==> config.mk <==
export PLATFORM = sky130hd
export DESIGN_NAME = imt_ctrl
export DESIGN_NICKNAME = d
export VERILOG_FILES = /design/src/hdl/imt_pkg.sv /design/src/hdl/imt_ctrl.sv
export SDC_FILE = /design/constraint.sdc
export NUM_CORES = 1
export LEC_CHECK = 0
export ABC_CLOCK_PERIOD_IN_PS = 3800
export BUFFER_PORTS_ARGS = -buffer_cell sky130_fd_sc_hd__buf_2
export CAP_MARGIN = 20
export CORE_AREA = 3 3 169 171
export DETAILED_ROUTE_END_ITERATION = 7
export DIE_AREA = 0 0 172 174
export PLACE_DENSITY_LB_ADDON = 0.15
export SYNTH_ARGS = -nofsm -noshare
export SYNTH_HDL_FRONTEND = slang
export SYNTH_SLANG_ARGS = --single-unit
==> constraint.sdc <==
create_clock -name clk_i -period 3.8 [get_ports clk_i]
set_input_delay 0 -clock clk_i [delete_from_list [all_inputs] [get_ports clk_i]]
set_output_delay 0 -clock clk_i [all_outputs]
set_load 0.005 [all_outputs]
==> src/hdl/imt_pkg.sv <==
// ----------------------------------------------------------------------------
// imt_pkg: shared types and constants of the IO mapping table
// Domain and entry counts, request modes, status codes and the request
// bundle that the controller broadcasts along the row of entry cells.
// ----------------------------------------------------------------------------
package imt_pkg;

  localparam int unsigned DomainCount = 16;
  localparam int unsigned EntryCount  = 256;
  localparam int unsigned DomW        = (DomainCount > 1) ? $clog2(DomainCount) : 1;
  localparam int unsigned CntW        = (EntryCount > 1) ? $clog2(EntryCount) : 1;

  typedef enum logic [2:0] {
    MODE_INIT   = 3'd0,
    MODE_CREATE = 3'd1,
    MODE_CHECK  = 3'd2,
    MODE_MAP    = 3'd3,
    MODE_UNMAP  = 3'd4,
    MODE_PASS   = 3'd5
  } mode_e;

  typedef enum logic [2:0] {
    ST_OK        = 3'd0,
    ST_DEFERRED  = 3'd1,
    ST_INVALID   = 3'd2,
    ST_NOT_FOUND = 3'd3,
    ST_NO_MEMORY = 3'd4
  } status_e;

  // request held steady while a wave runs down the cell row
  typedef struct packed {
    logic            clr;        // init: drop every entry
    logic            free_pass;  // wave looks for a free entry, not a match
    logic            is_map;     // map writes on a hit, unmap clears
    logic [DomW-1:0] dom;
    logic [63:0]     ioa;
    logic [63:0]     pa;
    logic [63:0]     len;
    logic [7:0]      perm;
  } req_t;

endpackage

==> src/hdl/imt_ctrl.sv <==
// ----------------------------------------------------------------------------
// imt_ctrl: request decoder and sequencer of the mapping table
// Keeps the domain state, answers domain requests at once and launches
// search waves down the cell row for map and unmap.
// ----------------------------------------------------------------------------
module imt_ctrl (
  input  logic                  clk_i,
  input  logic                  rst_ni,
  input  logic                  in_valid_i,
  output logic                  in_ready_o,
  input  logic [2:0]            mode_i,
  input  logic [7:0]            domain_i,
  input  logic [63:0]           io_address_i,
  input  logic [63:0]           phys_address_i,
  input  logic [63:0]           length_i,
  input  logic [7:0]            permission_i,
  input  logic                  enable_i,
  output logic                  out_valid_o,
  input  logic                  out_ready_i,
  output logic [2:0]            status_o,
  output logic [3:0]            new_domain_o,
  output imt_pkg::req_t         req_o,
  output logic                  start_o,
  input  logic                  wave_end_i
);
  import imt_pkg::*;

  typedef enum logic [2:0] {
    S_IDLE = 3'b001,
    S_FIND = 3'b010,
    S_FREE = 3'b100
  } state_e;

  state_e                 state_q, state_d;
  logic                   init_q, init_d;
  logic [DomainCount-1:0] used_q, used_d;
  logic [DomainCount-1:0] pass_q, pass_d;
  logic [CntW-1:0]        cnt_q, cnt_d;
  logic                   ovld_q, ovld_d;
  logic [2:0]             stat_q, stat_d;
  logic [3:0]             newd_q, newd_d;
  req_t                   req_q, req_d;
  logic                   acc, dom_ok, free_any, last;
  logic [DomW-1:0]        dom_idx, free_idx;

  assign in_ready_o   = (state_q == S_IDLE) && (!ovld_q || out_ready_i);
  assign acc          = in_valid_i && in_ready_o;
  assign out_valid_o  = ovld_q;
  assign status_o     = stat_q;
  assign new_domain_o = newd_q;
  // cells see the registered request, from the cycle after the wave start
  assign req_o        = req_q;
  assign last         = (cnt_q == CntW'(EntryCount - 1));

  // domain lookup
  assign dom_idx = DomW'(domain_i);
  assign dom_ok  = ({1'b0, domain_i} < 9'(DomainCount)) && used_q[dom_idx];

  // lowest free domain
  always_comb begin
    free_any = 1'b0;
    free_idx = '0;
    for (int i = DomainCount - 1; i >= 0; i--) begin
      if (!used_q[i]) begin
        free_any = 1'b1;
        free_idx = DomW'(i);
      end
    end
  end

  // sequencer
  always_comb begin
    state_d   = state_q;
    init_d    = init_q;
    used_d    = used_q;
    pass_d    = pass_q;
    cnt_d     = cnt_q + CntW'(1);
    ovld_d    = ovld_q && !out_ready_i;
    stat_d    = stat_q;
    newd_d    = newd_q;
    req_d     = req_q;
    req_d.clr = 1'b0;
    start_o   = 1'b0;
    unique case (state_q)
      S_IDLE: begin
        if (acc) begin
          ovld_d = 1'b1;
          stat_d = ST_OK;
          newd_d = '0;
          if (mode_i > MODE_PASS) begin
            stat_d = ST_INVALID;
          end else if (mode_i == MODE_INIT) begin
            init_d    = 1'b1;
            used_d    = '0;
            pass_d    = '1;
            req_d.clr = 1'b1;
          end else if (!init_q) begin
            stat_d = ST_DEFERRED;
          end else if (mode_i == MODE_CREATE) begin
            if (free_any) begin
              used_d[free_idx] = 1'b1;
              pass_d[free_idx] = 1'b1;
              newd_d = 4'(free_idx);
            end else begin
              stat_d = ST_NO_MEMORY;
            end
          end else if (!dom_ok) begin
            stat_d = ST_NOT_FOUND;
          end else if (mode_i == MODE_CHECK) begin
            stat_d = ST_OK;
          end else if (mode_i == MODE_PASS) begin
            pass_d[dom_idx] = enable_i;
          end else if (length_i == 64'd0) begin
            stat_d = ST_INVALID;
          end else begin
            // map or unmap: launch the match wave
            ovld_d          = 1'b0;
            start_o         = 1'b1;
            cnt_d           = '0;
            state_d         = S_FIND;
            req_d.free_pass = 1'b0;
            req_d.is_map    = (mode_i == MODE_MAP);
            req_d.dom       = dom_idx;
            req_d.ioa       = io_address_i;
            req_d.pa        = phys_address_i;
            req_d.len       = length_i;
            req_d.perm      = permission_i;
          end
        end
      end
      S_FIND: begin
        if (last) begin
          if (!wave_end_i) begin
            ovld_d  = 1'b1;
            stat_d  = ST_OK;
            state_d = S_IDLE;
          end else if (req_q.is_map) begin
            // no match: second wave takes the lowest free entry
            start_o         = 1'b1;
            cnt_d           = '0;
            req_d.free_pass = 1'b1;
            state_d         = S_FREE;
          end else begin
            ovld_d  = 1'b1;
            stat_d  = ST_NOT_FOUND;
            state_d = S_IDLE;
          end
        end
      end
      S_FREE: begin
        if (last) begin
          ovld_d  = 1'b1;
          stat_d  = wave_end_i ? ST_NO_MEMORY : ST_OK;
          state_d = S_IDLE;
        end
      end
      default: state_d = S_IDLE;
    endcase
  end

  // control registers
  always_ff @(posedge clk_i or negedge rst_ni) begin
    if (!rst_ni) begin
      state_q <= S_IDLE;
      init_q  <= 1'b0;
      used_q  <= '0;
      pass_q  <= '1;
      cnt_q   <= '0;
      ovld_q  <= 1'b0;
      req_q   <= '0;
    end else begin
      state_q <= state_d;
      init_q  <= init_d;
      used_q  <= used_d;
      pass_q  <= pass_d;
      cnt_q   <= cnt_d;
      ovld_q  <= ovld_d;
      req_q   <= req_d;
    end
  end

  // result payload
  always_ff @(posedge clk_i) begin
    stat_q <= stat_d;
    newd_q <= newd_d;
  end

endmodule

==> results by group <==
Outcome
  • Result of the run: completed

Die
  • Die X-Extent: 172 um
  • # rows: 60
  • Total I/O pin count: 434
  • Die outline area: 29900 um2
  • Core area: 27000 um2
  • Effective utilization at floorplan: approximately two fifths
  • Vert. Die Dim: ~170 um

CTS
  • Clock net sink count: 243
  • Clock tree from TritonCTS: done
  • Number of buffers added by the clock tree synthesis step: 29
  • Insertion delay to the later sink of the worst-skew pair: 0.54 ns
  • Clock root buffer: sky130_fd_sc_hd__clkbuf_16
  • Number of buffers on the longest clock path: 3
  • Clock transition at the registers of the reported paths: about 0.060 ns
  • H-tree levels: 1
  • Number of gates resized after cts: 0

Placed design
  • Detailed placement HPWL: 21500 um
  • I/O Buffers: about 430
  • Routability-driven placement congestion ratio: roughly 0.83

Power
  • Worst ir drop on vdd: 0.000283 V
  • Total power draw: 6.15 mW
  • Leak: between 8 and 9 nW
  • Power density cells: 383 nW/um2

Setup path
  • Critical path class: reg -> reg
  • Critical path capture point type: flop
  • Worst Path Arrival: between 3 and 4 ns
  • Maximum net fanout on the critical path: 61
  • Crit start category: flop
  • Data required, critical path: 4.22 ns

STA
  • Max-slew violation count: 0
  • Final Hold Fails: 0
  • Period utilisation layout: 81.1%
  • Minimum clock period: roughly 3.1 ns
  • Setup Skew: 0.0174 ns
  • Unrepaired setup endpoints after global routing: no
  • Pin slew with the least headroom to its limit: 0.949 ns
  • Setup-violating endpoint count in the final report: 0
  • Accumulated negative setup slack: 0 ns
  • Max Fclk: approximately 0.32 GHz
  • Worst slew margin relative to its limit: 36.2%

Yosys
  • Adder and majority gate portion of the synthesized area: less than 1%
  • Register area share after synthesis: between 50% and 60%
  • Largest area contributor in the netlist: sky130_fd_sc_hd__dfrtp_1
  • Number of distinct standard cells referenced by the synthesized netlist: 57
  • Combinational family with the most area after synthesis: multiplexers
  • Dominant register cell in the synthesized netlist: sky130_fd_sc_hd__dfrtp_1
  • Largest cells by area after synthesis: sky130_fd_sc_hd__dfrtp_1, sky130_fd_sc_hd__mux2_4, sky130_fd_sc_hd__mux2_2
  • #FFs+latches synth: 243
  • Syn Inst Count: 672
  • Ys async rst share: between 90 and 100%
  • Top-count cell post-synth: sky130_fd_sc_hd__dfrtp_1
  • Count of flip-flops with a built-in enable after synthesis: 7
  • Synth Area in XOR/XNOR: less than 1%
  • Syn_area_per_cell: 15.7 um2
  • Most frequent cells after synthesis: sky130_fd_sc_hd__dfrtp_1, sky130_fd_sc_hd__mux2_4, sky130_fd_sc_hd__mux2_2
  • Proportion of synthesized area in mux cells: 27.3%
  • Compound-cell area share of the yosys netlist: 3.97%
  • Simple logic cell fraction of the synthesized area: 6.29%
  • Syn Nets: 890
  • Synthesized cell area: 10500 um2
  • YS warnings: 0
  • Proportion of netlist area held by the largest area contributor: 55.9%

Global routing
  • Initial antenna violation count: 0
  • Number of global-route vias before repair: 9012
  • Global-route wire length before repair: around 50000 um
  • Gr ovfl total: 0
  • Aggregate global-route resource usage: 20.8%
  • Pin count of the biggest net entering global routing: 121

Route
  • Antenna viol nets, final: 0
  • Post-DR wirelength/cell: 19.1 um
  • Via-to-Cell Ratio: 4.84
  • Vias after detailed routing: 8203
  • DR pass1 iterations: 4
  • Number of remaining DRC errors: 0
  • Drt total wl: about 32000 um
  • Initial DRC count: ~400

Job
  • Number of max-cap violations: 0

Final layout
  • Layout overhead on the synthesized area: 52.5%
  • Nets@finish: 1549
  • Share of post-route cells with drive strength above 1: a little over half
  • Fill count: 2109
  • Count of antenna diodes in the layout: 0

Min path
  • Min-Delay Path Class: in -> reg
[final cells by class]
class | instances | area [um2] | area share [%]
multi-input combinational | 391 | 4020 | 25.0
clock buffer | 42 | 865 | 5.38
sequential | 243 | 6120 | 38.1
clock inverter | 11 | 134 | 0.834
inverter | 9 | 33.8 | 0.210
tap | 341 | 427 | 2.66
timing repair buffer | 657 | 4460 | 27.8
[worst paths after layout]
path	from	endpoint	slack [ns]	depth (start not counted)
setup / recovery	state_q[0]	req_o[106]	0.72	6
max in group asynchronous	rst_ni	req_o[191]	2.67	3
min in group asynchronous	rst_ni	req_o[33]	0.15	2
setup reg to reg	state_q[0]	req_o[106]	0.72	6
hold / removal	in_valid_i	out_valid_o	0.11	4
hold reg to reg	cnt_q[0]	cnt_q[0]	0.49	1
[where the power goes]
group | switching [mW] | total (mW) | leakage, nW | internal [mW]
Clock | 1.08 | 2.85 | 0.501 | 1.77
Sequential | 0.0519 | 2.71 | 3.32 | 2.66
Combinational | 0.250 | 0.593 | 4.63 | 0.343
Total | 1.38 | 6.15 | 8.46 | 4.77
[registers in the layout (all words and copies together), names as in the netlist]
| name | count |
|---|---|
| cnt_q | 8 |
| init_q | 1 |
| new_domain_o | 4 |
| out_valid_o | 1 |
| req_o | 207 |
| state_q | 3 |
| status_o | 3 |
| used_q | 16 |
[layout by cell type, fill, tap and decap left out, types with 12 or more instances in the layout]
cell,instances
sky130_fd_sc_hd__nor4_1,22
sky130_fd_sc_hd__mux2_2,76
sky130_fd_sc_hd__nand4_1,12
sky130_fd_sc_hd__nor2_1,17
sky130_fd_sc_hd__dlygate4sd3_1,212
sky130_fd_sc_hd__mux2_4,128
sky130_fd_sc_hd__nand2_1,17
sky130_fd_sc_hd__dfrtp_1,235
sky130_fd_sc_hd__clkbuf_16,29
sky130_fd_sc_hd__buf_2,431
[kinds of logic after synthesis]
group                    Yosys count
AND/OR/NAND/NOR                  118
AO/OA/AOI/OAI                     55
buffers and inverters             38
multiplexers                     211
XOR/XNOR                           6
flip-flops                       243
adder cells (fa/ha/maj)            1
[what timing repair did]
| action | in CTS | in global routing |
|---|---|---|
| setup buffers | 0 | 0 |
| hold buffers | 212 | 0 |
| endpoints found under the hold margin | 331 | 0 |
[worst max-delay path, cell delays in order, from the launching register on]
cell	delay (ns)
sky130_fd_sc_hd__dfstp_2	0.62
sky130_fd_sc_hd__nor4bb_1	0.48
sky130_fd_sc_hd__nand2_1	0.29
sky130_fd_sc_hd__inv_1	0.27
sky130_fd_sc_hd__and4bb_4	0.49
sky130_fd_sc_hd__buf_12	0.34
sky130_fd_sc_hd__mux2_2	0.39
[routing by layer]
layer / vias up / GRT usage, % / part of all wire [%]
li1: 3795 / - / -
met1: 3982 / 25.5 / 40
met2: 363 / 35.6 / 48
met3: 63 / 5.41 / 8.1
met4: 0 / 6.75 / 3.6
met5: - / 0 / 0
[stage by stage]
stage	std cells	worst slack [ns]	util, %	hold slack (ns)	instance area, um2
after floorplan	672	1.50	-	-0.296	10500
final	1694	0.719	59.4	0.111	16100
after CTS	1693	0.723	59.4	0.0753	16000
after global routing	1694	0.499	59.4	0.136	16100
after global placement	1428	0.808	47.8	0.178	12900
after detailed placement	1428	0.736	47.8	0.180	12900
No activity file was read; power rests on OpenSTA's default activity.
