[src/hdl/imt_pkg.sv]
// ----------------------------------------------------------------------------
// imt_pkg: shared types and constants of the IO mapping table
// Domain and entry counts, request modes, status codes and the request
// bundle that the controller broadcasts along the row of entry cells.
// ----------------------------------------------------------------------------
package imt_pkg;

  localparam int unsigned DomainCount = 16;
  localparam int unsigned EntryCount  = 256;
  localparam int unsigned DomW        = (DomainCount > 1) ? $clog2(DomainCount) : 1;
  localparam int unsigned CntW        = (EntryCount > 1) ? $clog2(EntryCount) : 1;

  typedef enum logic [2:0] {
    MODE_INIT   = 3'd0,
    MODE_CREATE = 3'd1,
    MODE_CHECK  = 3'd2,
    MODE_MAP    = 3'd3,
    MODE_UNMAP  = 3'd4,
    MODE_PASS   = 3'd5
  } mode_e;

  typedef enum logic [2:0] {
    ST_OK        = 3'd0,
    ST_DEFERRED  = 3'd1,
    ST_INVALID   = 3'd2,
    ST_NOT_FOUND = 3'd3,
    ST_NO_MEMORY = 3'd4
  } status_e;

  // request held steady while a wave runs down the cell row
  typedef struct packed {
    logic            clr;        // init: drop every entry
    logic            free_pass;  // wave looks for a free entry, not a match
    logic            is_map;     // map writes on a hit, unmap clears
    logic [DomW-1:0] dom;
    logic [63:0]     ioa;
    logic [63:0]     pa;
    logic [63:0]     len;
    logic [7:0]      perm;
  } req_t;

endpackage

[src/hdl/imt_cell.sv]
// ----------------------------------------------------------------------------
// imt_cell: one entry of the mapping table
// Holds one mapping and one stage of the search wave. A wave that hits
// here does the map or unmap and stops; otherwise it moves on a cell.
// ----------------------------------------------------------------------------
module imt_cell (
  input  logic          clk_i,
  input  logic          rst_ni,
  input  imt_pkg::req_t req_i,
  input  logic          wave_i,
  output logic          wave_o
);
  import imt_pkg::*;

  logic            valid_q, wave_q;
  logic [DomW-1:0] dom_q;
  logic [63:0]     ioa_q, pa_q, len_q;
  logic [7:0]      perm_q;
  logic            hit;

  // match against the broadcast request, or free slot on the second pass
  assign hit = wave_q & (req_i.free_pass ? ~valid_q
                                         : (valid_q && dom_q == req_i.dom && ioa_q == req_i.ioa));
  assign wave_o = wave_q & ~hit;

  // control state
  always_ff @(posedge clk_i or negedge rst_ni) begin
    if (!rst_ni) begin
      valid_q <= 1'b0;
      wave_q  <= 1'b0;
    end else begin
      wave_q <= wave_i;
      if (req_i.clr) begin
        valid_q <= 1'b0;
      end else if (hit) begin
        valid_q <= req_i.is_map;
      end
    end
  end

  // entry payload
  always_ff @(posedge clk_i) begin
    if (hit && req_i.is_map) begin
      dom_q  <= req_i.dom;
      ioa_q  <= req_i.ioa;
      pa_q   <= req_i.pa;
      len_q  <= req_i.len;
      perm_q <= req_i.perm;
    end
  end

endmodule

[config.mk]
export PLATFORM = sky130hd
export DESIGN_NAME = imt_cell
export DESIGN_NICKNAME = d
export VERILOG_FILES = /design/src/hdl/imt_pkg.sv /design/src/hdl/imt_cell.sv
export SDC_FILE = /design/constraint.sdc
export NUM_CORES = 1
export LEC_CHECK = 0
export BUFFER_PORTS_ARGS = -buffer_cell sky130_fd_sc_hd__buf_2
export CAP_MARGIN = 20
export CORE_ASPECT_RATIO = 1.4
export CORE_MARGIN = 4
export CORE_UTILIZATION = 40
export CTS_CLUSTER_SIZE = 20
export DETAILED_ROUTE_END_ITERATION = 8
export PLACE_DENSITY = 0.79
export SETUP_SLACK_MARGIN = 0.02
export SYNTH_ARGS = -nofsm -noshare
export SYNTH_HDL_FRONTEND = slang
export SYNTH_SLANG_ARGS = --single-unit
[constraint.sdc]
create_clock -name clk_i -period 15.5 [get_ports clk_i]
set_input_delay 0.775 -clock clk_i [delete_from_list [all_inputs] [get_ports clk_i]]
set_output_delay 0.775 -clock clk_i [all_outputs]
set_load 0.1 [all_outputs]
==> results.yml, run 1 <==
timing:
  hold_violations: 0
  report.final.slew_viol_count: 0
  tns_ns: 0
  finalCriticalPeriod_ns: 3.59
  period_share_pct: 23.2
  max_freq_mhz: 279
  setup_viol: 0
  grt_setup_unrepaired: "no"
  fin_skew_ns: 0.00687
  tightestPinTransition_ns: 0.685
  relSlewSlack_pct: 54.3
critical_path:
  worst_path_max_delay_cell: "or4_4"
  crit_top_cell: "buf_2"
  crit_required_ns: 14.73
  critPathLaunchType: "primary input"
  cp_max_fo: 3
  critPathMaxStageDelay_ns: 0.55
  crit_chain: "buf_2, nor2b_1, a2111o_1, nor4_1, nand4_1, or4_4, and3_1, buf_2"
  critPathArrivalTime_ns: 2.81
  path_class: "in2out"
  critPathCaptureType: "output pin"
clock_network:
  worstSkewPairLatency_ns: 0.34
  cts_root_buf: "clkbuf_8"
  htreeDepth: 3
  cts_buffers: 9
  ctsResizeCount: 0
  clkSinkCount: 70
  clock_path_buffers: 2
  cts_setup_buffers: 0
  cts_tree: "done"
  hold_buffers: 0
  path_clk_slew_ns: 0.06
floorplanning:
  dieArea_um2: 8880
  core_area_um2: 7070
  placementRows: 36
  initial_core_util_pct: 42.0
  io_pins: 211
  die_w_um: 80.8
  die_height_um: 110
route:
  wl_met3_um: 352
  ant_nets: 0
  routed_via_density: 4.68
  routed.top_layer: "met4"
  dr_total_vias: 1746
  dr_wl_met2_um: 2560
  wl_met1_um: 2230
  firstDrtPassIters: 4
  routedWlPerCell_um: 14.2
  drtIter0Drc: 58
  drc: 0
  wl_um: 5290
synthesis:
  yosys-top-cells-area: "edfxtp_1 69%, xor2_1 12%, xnor2_1 3.8%"
  synth.distinct_cells: 24
  yosys.area.top_type: "edfxtp_1"
  syn_inst: 188
  synth_nets: 398
  synth_edf_count: 68
  ys.flop_type: "edfxtp_1"
  avgSynthCellArea_um2: 15.8
  ys_ff_latch: 70
  ys.warnings.count: 0
  async_flop_share_pct: 2.86
  seq_area_frac_synth_pct: 70.5
  syn-cell-area_um2: 2970
  synth_top_cell_area_share_pct: 68.8
grt:
  grt_usage_pct: 13.1
  antenna_found_initial: 0
  grt_max_degree: 47
  grt-ovfl-total: 0
  grt_pass1_vias: 1825
  grt_pass1_wl_um: 8400
pwr:
  irDropWorstVdd_mv: 0.0626
  powerDensity_nw_per_um2: 99.9
  cellLeakagePower_nw: 1.37
layout:
  fin_area_um2: 3620
  drive_gt1_share_pct: 31.7
  syn2layout_area_growth_pct: 22.0
  multiInputGateArea_um2: 846
  diodes: 0
  regArea_um2: 2090
  final_net_count: 484
  fill_cells: 613
job:
  cap_violations: 0
place:
  placed_area_um2: 3480
  dp.final_hpwl_um: 4120
  routabilityCongestion: 0.705
  numPortBuffers: 74
status:
  status: "finished clean"
min_path:
  hold_class: "in2async"
cell usage in the layout, fill, tap and decap left out:
master | synthesis | layout
a21oi_1 | 2 | 1
clkbuf_8 | 0 | 9
buf_4 | 0 | 1
and3_1 | 1 | 1
nor4_1 | 10 | 10
inv_1 | 11 | 11
o22ai_1 | 3 | 3
a21oi_4 | 0 | 1
nor3_1 | 3 | 3
a222oi_1 | 1 | 1
buf_2 | 0 | 74
nand4_1 | 6 | 6
o2111ai_1 | 1 | 1
o221ai_1 | 2 | 2
dfrtp_1 | 2 | 2
or4_4 | 1 | 1
nor2_1 | 2 | 2
nor2b_1 | 7 | 7
a31oi_1 | 1 | 1
clkbuf_1 | 0 | 2
xor2_1 | 41 | 41
edfxtp_1 | 68 | 68
nand2b_1 | 6 | 6
mux2_4 | 1 | 1
clkinv_1 | 0 | 4
a2111oi_2 | 1 | 1
a2111o_1 | 2 | 2
nand2_1 | 2 | 2
xnor2_1 | 13 | 13
nand4b_1 | 1 | 1
logic make-up (layout without fill, tap and decap cells):
kind of cell,after synthesis,in the layout,synth area share [%]
muxes,1,1,0.506
AOI/OAI and AO/OA,13,13,3.67
and+or+nand+nor,39,39,8.01
xor gates and xnor gates,54,54,15.9
buffers and inverters,11,101,1.39
DFF,70,70,70.5
state kept, by name (all words and copies together) (netlist names):
register	flops
ioa_q	64
dom_q	4
valid_q	1
wave_q	1
power breakdown:
group / leakage (nW) / switching [mW] / total, mW / internal [mW]
Clock: 0.0733 / 0.0594 / 0.114 / 0.0551
Sequential: 0.648 / 0.00229 / 0.217 / 0.214
Combinational: 0.644 / 0.0160 / 0.0306 / 0.0146
metal layers:
layer / vias up / global-route usage, %
met3: 11 / 3.52
met4: 0 / 8.70
li1: 868 / -
met5: - / 0
met2: 58 / 20.4
met1: 809 / 15.7
final cells by class:
| class | count | area share, % |
|---|---|---|
| timing repair buffer | 75 | 10.4 |
| inverter | 11 | 1.14 |
| clock inverter | 4 | 0.415 |
| tap | 95 | 3.28 |
| multi-input combinational | 107 | 23.4 |
| sequential | 70 | 57.8 |
| clock buffer | 11 | 3.63 |
synthesized netlist by cell type, drive strengths merged (3+ instances only):
| master | count |
|---|---|
| nor4 | 10 |
| nand2b | 6 |
| inv | 11 |
| xor2 | 41 |
| nand4 | 6 |
| edfxtp | 68 |
| nor3 | 3 |
| o22ai | 3 |
| nor2b | 7 |
| xnor2 | 13 |
final timing paths:
kind / startpoint / to / slack, ns / cells past startpoint
setup / recovery: req_i[142] / wave_o / 11.91 / 8
hold / removal: rst_ni / valid_q$_DFFE_PN0P_ / 0.22 / 1
setup reg to reg: ioa_q[6]$_DFFE_PP_ / ioa_q[61]$_DFFE_PP_ / 12.03 / 7
hold reg to reg: valid_q$_DFFE_PN0P_ / valid_q$_DFFE_PN0P_ / 0.73 / 3
max in group asynchronous: rst_ni / valid_q$_DFFE_PN0P_ / 15.18 / 1
min in group clk_i: wave_i / wave_q$_DFF_PN0_ / 0.55 / 1
worst max-delay path, delay by kind of cell:
kind                   cells  cell delay, ns
buffers and inverters      2            0.40
AOI/OAI and AO/OA          1            0.37
and+or+nand+nor            5            1.27
stage by stage:
step                      setup WS (ns)  total power [mW]  hold WS (ns)  std cells  utilization (%)
final                             11.91             0.362         0.219        373             51.2
after global routing              11.63             0.380         0.199        373             51.2
after CTS                         11.84             0.369         0.197        373             51.2
after detailed placement          11.50             0.252         0.570        358             49.2
after global placement            11.56             0.250         0.567        358             49.2
after floorplan                    9.61             0.236         0.479        188                -
(Power assumes the default switching activity.)
==> inputs of run 2 (changes only) <==
Clock period 15.5 ns to 3.6 ns, I/O delays scaled along.
==> run 2 against run 1 <==
Net effect: final area is 2.9% higher; global-route usage up 0.12 points; non-clock buffer count rose by 3; power rose to 4.7 times the previous value; die area unchanged; critical path type is now reg2reg; sequential cell count stayed put; via count rose by 2.7%.
==> results.yml, run 2 (same netlist as run 1, synthesis figures left out) <==
layout:
  drive_gt1_share_pct: 33.7
  final_net_count: 487
  diodes: 0
  largestRegisters: "ioa_q (64), dom_q (4)"
  final_cell_mix: "74 x buf_2, 68 x edfxtp_1, 41 x xor2_1"
  largest_register_ffs: 64
  instances_no_fill: 377
  syn2layout_area_growth_pct: 25.6
  layout_commonest_cell: "buf_2"
  largest_register: "ioa_q"
  fin_area_um2: 3730
timing:
  tns_ns: 0
  period_share_pct: 82.5
  finalCriticalPeriod_ns: 2.97
  tightestPinTransition_ns: 0.513
  setup_viol: 0
  grt_setup_unrepaired: "no"
  fin_skew_ns: 0.00796
  setup_slack_ns: 0.630
  max_freq_mhz: 337
  relSlewSlack_pct: 65.7
  report.final.slew_viol_count: 0
  hold_violations: 0
route:
  drtIter0Drc: 88
  wl_um: 5400
  ant_nets: 0
  drc: 0
  firstDrtPassIters: 4
  dr_total_vias: 1794
  routed_via_density: 4.76
  routedWlPerCell_um: 14.3
pwr:
  p_sw_share_pct: 21.2
  cellLeakagePower_nw: 1.42
  power_frac_seq_pct: 54.7
  p_switching_mw: 0.361
  irDropWorstVdd_mv: 0.231
  pwr-share-clk_pct: 37.3
  powerDensity_nw_per_um2: 457
  intPower_mw: 1.34
  p_comb_share_pct: 8.1
clock_network:
  path_clk_slew_ns: 0.07
  ctsResizeCount: 0
  cts_setup_buffers: 0
  htreeDepth: 3
  clkSinkCount: 70
  worstSkewPairLatency_ns: 0.35
  cts_root_buf: "clkbuf_8"
  clock_path_buffers: 2
  cts_buffers: 9
  hold_buffers: 2
  cts_tree: "done"
grt:
  gr-usage-met2_pct: 20.8
  grt_usage_pct: 13.2
  grt-ovfl-total: 0
  grt_pass1_vias: 1894
  grt_max_degree: 34
  gr-max-usage-layer: "met2"
  antenna_found_initial: 0
  grt_pass1_wl_um: 8440
  use_met1_pct: 15.0
  met3_usage_pct: 4.84
place:
  routabilityCongestion: 0.721
  dp.final_hpwl_um: 4160
  numPortBuffers: 74
  dpl.cell_count: 359
  place_ws_ns: 0.574
  placed_area_um2: 3510
status:
  status: "finished clean"
critical_path:
  critPathMaxStageDelay_ns: 0.55
  critPathArrivalTime_ns: 3.01
  worst_path_max_delay_cell: "or4_4"
  cp_max_fo: 33
  crit_buf_inv: 1
  critPathLaunchType: "flop"
  path_class: "reg2reg"
  critPathCaptureType: "flop"
  crit_family: "simple AND/OR/NAND/NOR gates"
  crit_required_ns: 3.64
  crit_chain: "nor2b_1, a2111o_1, nor4_1, nand4_1, or4_4, a21oi_4, buf_12"
floorplanning:
  dieArea_um2: 8880
  die_height_um: 110
  die_w_um: 80.8
  core_area_um2: 7070
  placementRows: 36
  io_pins: 211
  initial_core_util_pct: 42.0
min_path:
  hold_class: "in2reg"
job:
  cap_violations: 0
-- run 2: worst register-to-register path, stage by stage (launching register included) --
cell and delay, ns:
edfxtp_1 0.38, nor2b_1 0.15, a2111o_1 0.37, nor4_1 0.29, nand4_1 0.16, or4_4 0.55, a21oi_4 0.47, buf_12 0.28
-- run 2: metal layers --
metal	routed length, µm	share of wire [%]
met5	0	0
met4	159	2.9
met3	443	8.2
met2	2640	49
met1	2160	40
-- run 2: power groups by stage --
stage               sequential [mW]  clock, mW  combinational (mW)
global placement              0.949          0               0.133
floorplan                     0.949          0              0.0646
CTS                           0.932      0.654               0.140
global route                  0.934      0.684               0.154
detailed placement            0.950          0               0.138
finish                        0.932      0.635               0.137
-- run 2: cell type report --
type                            instances  area, µm²
Fill cell                             614       3340
Timing Repair Buffer                   78        430
Clock buffer                           12        155
Inverter                               11       41.3
Multi-Input combinational cell        107        846
Sequential cell                        70       2090
Tap cell                               95        119
Clock inverter                          4       45.0
-- run 2: stage by stage --
stage	utilization, %	hold slack, ns	total power [mW]
6_report	52.7	0.0216	1.70
2_1_floorplan	-	-0.116	1.01
3_5_place_dp	49.6	-0.0292	1.09
5_1_grt	52.7	0.00489	1.77
3_3_place_gp	49.6	-0.0284	1.08
4_1_cts	52.7	0.00194	1.73
-- run 2: worst paths after layout --
| kind | depth (start not counted) | endpoint | startpoint | slack [ns] |
|---|---|---|---|---|
| min in group asynchronous | 2 | valid_q$_DFFE_PN0P_ | rst_ni | 0.14 |
| worst min register to register | 3 | valid_q$_DFFE_PN0P_ | valid_q$_DFFE_PN0P_ | 0.72 |
| worst max register to register | 7 | ioa_q[20]$_DFFE_PP_ | ioa_q[6]$_DFFE_PP_ | 0.63 |
| worst max-delay path | 7 | ioa_q[20]$_DFFE_PP_ | ioa_q[6]$_DFFE_PP_ | 0.63 |
| worst min-delay path | 1 | ioa_q[49]$_DFFE_PP_ | req_i[185] | 0.02 |
| max in group asynchronous | 2 | wave_q$_DFF_PN0_ | rst_ni | 3.36 |
==> inputs of run 3 (changes only) <==
Clock period 3.6 ns to 3 ns, I/O delays scaled along.
==> run 3 against run 2 <==
Net effect: global-route usage grew 2.7 points; die area is the same; register-to-register slack lost 0.27 ns; final cell count grew 14%; hold slack is essentially flat; core utilization grew 7.6 points; clock skew grew 0.0012 ns; combinational power grew 64%; clock power grew 19%; critical path depth grew 2; largest cell class unchanged.
==> results.yml, run 3 (same netlist as run 1, synthesis figures left out) <==
grt:
  gr-max-usage-layer: "met2"
  use_met1_pct: 17.0
  grt_max_degree: 44
  grt_pass1_wl_um: 10300
  antenna_found_initial: 0
  grt_pass1_vias: 2188
  grt-ovfl-total: 0
  met3_usage_pct: 4.34
  grt_usage_pct: 15.9
  gr-usage-met2_pct: 28.5
route:
  routedWlPerCell_um: 14.9
  ant_nets: 0
  wl_um: 6430
  firstDrtPassIters: 4
  routed_via_density: 4.58
  dr_total_vias: 1972
  drc: 0
  drtIter0Drc: 102
place:
  placed_area_um2: 3500
  routabilityCongestion: 0.698
  dpl.cell_count: 359
  dp.final_hpwl_um: 4230
  numPortBuffers: 74
job:
  cap_violations: 0
timing:
  relSlewSlack_pct: 67.3
  finalCriticalPeriod_ns: 2.84
  max_freq_mhz: 352
  setup_viol: 0
  whs_ns: 0.0216
  report.final.slew_viol_count: 0
  period_share_pct: 94.7
  grt_setup_unrepaired: "no"
  hold_violations: 0
  fin_skew_ns: 0.00917
  tightestPinTransition_ns: 0.494
layout:
  largest_register_ffs: 64
  diodes: 0
  largest_register: "ioa_q"
  drive_gt1_share_pct: 28.9
  multiInputGateArea_um2: 857
  largestRegisters: "ioa_q (64), dom_q (4)"
  fin_area_um2: 4270
  regArea_um2: 2090
  instances_no_fill: 431
  syn2layout_area_growth_pct: 43.8
  layout_commonest_cell: "buf_2"
  final_util_pct: 60.4
  final_net_count: 541
  final_cell_mix: "74 x buf_2, 68 x edfxtp_1, 56 x dlygate4sd3_1"
  fill_cells: 553
floorplanning:
  io_pins: 211
  die_height_um: 110
  placementRows: 36
  dieArea_um2: 8880
  initial_core_util_pct: 42.0
  core_area_um2: 7070
  die_w_um: 80.8
clock_network:
  clkSinkCount: 70
  cts_tree: "done"
  worstSkewPairLatency_ns: 0.34
  cts_buffers: 9
  clock_path_buffers: 2
  cts_root_buf: "clkbuf_8"
  htreeDepth: 3
  path_clk_slew_ns: 0.07
critical_path:
  cp_max_fo: 3
  critPathCaptureType: "output pin"
  crit_required_ns: 2.85
  critPathArrivalTime_ns: 2.69
  critPathLaunchType: "primary input"
  path_class: "in2out"
pwr:
  cellLeakagePower_nw: 1.64
  powerDensity_nw_per_um2: 492
  irDropWorstVdd_mv: 0.305
min_path:
  hold_class: "in2reg"
status:
  status: "finished clean"
==> run 3: final timing paths <==
check,start,to,slack (ns),cells past startpoint
setup reg to reg,ioa_q[6]$_DFFE_PP_,ioa_q[24]$_DFFE_PP_,0.36,7
min in group asynchronous,rst_ni,valid_q$_DFFE_PN0P_,0.14,2
max in group asynchronous,rst_ni,wave_q$_DFF_PN0_,2.76,2
hold reg to reg,valid_q$_DFFE_PN0P_,valid_q$_DFFE_PN0P_,0.72,3
hold / removal,req_i[139],ioa_q[3]$_DFFE_PP_,0.02,1
setup / recovery,req_i[155],wave_o,0.16,9
==> run 3: power by group <==
part / total [mW] / leakage [nW] / internal [mW] / switching, mW
Combinational: 0.224 / 0.888 / 0.126 / 0.0988
Clock: 0.756 / 0.106 / 0.425 / 0.330
Sequential: 1.12 / 0.648 / 1.11 / 0.0121
Total: 2.10 / 1.64 / 1.66 / 0.441
==> run 3: final cells by class <==
cell class,instances,area share (%)
Clock buffer,12,3.64
Clock inverter,4,1.06
Inverter,11,0.967
Multi-Input combinational cell,107,20.1
Sequential cell,70,49.0
Tap cell,95,2.79
Timing Repair Buffer,132,22.5
==> run 3: what timing repair did <==
action,in CTS,in global routing
hold buffers,53,3
buffers inserted,0,0
gates resized for setup,0,2
endpoints found under the setup margin,0,1
hold endpoints to repair,54,3
==> run 3: critical path, stage by stage <==
cell and delay (ns):
dlygate4sd3_1 0.54, buf_2 0.13, xnor2_1 0.17, o221ai_1 0.17
a2111oi_2 0.38, nand4_1 0.16, or4_4 0.49, and3_1 0.21
buf_2 0.29
==> run 3: metrics by stage <==
| stage | setup TNS [ns] | setup slack [ns] | total power [mW] |
|---|---|---|---|
| floorplan | -11.45 | -0.168 | 1.22 |
| global placement | 0 | 0.379 | 1.30 |
| detailed placement | 0 | 0.302 | 1.31 |
| CTS | 0 | 0.0243 | 2.12 |
| global route | 0 | 0.0388 | 2.20 |
| finish | 0 | 0.159 | 2.10 |
==> run 3: per-layer routing <==
metal	wire, µm	part of all wire, %	up-vias
met4	115	1.8	0
met5	0	0	-
met2	3470	54	54
met3	325	5.1	10
li1	-	-	984
met1	2530	39	924
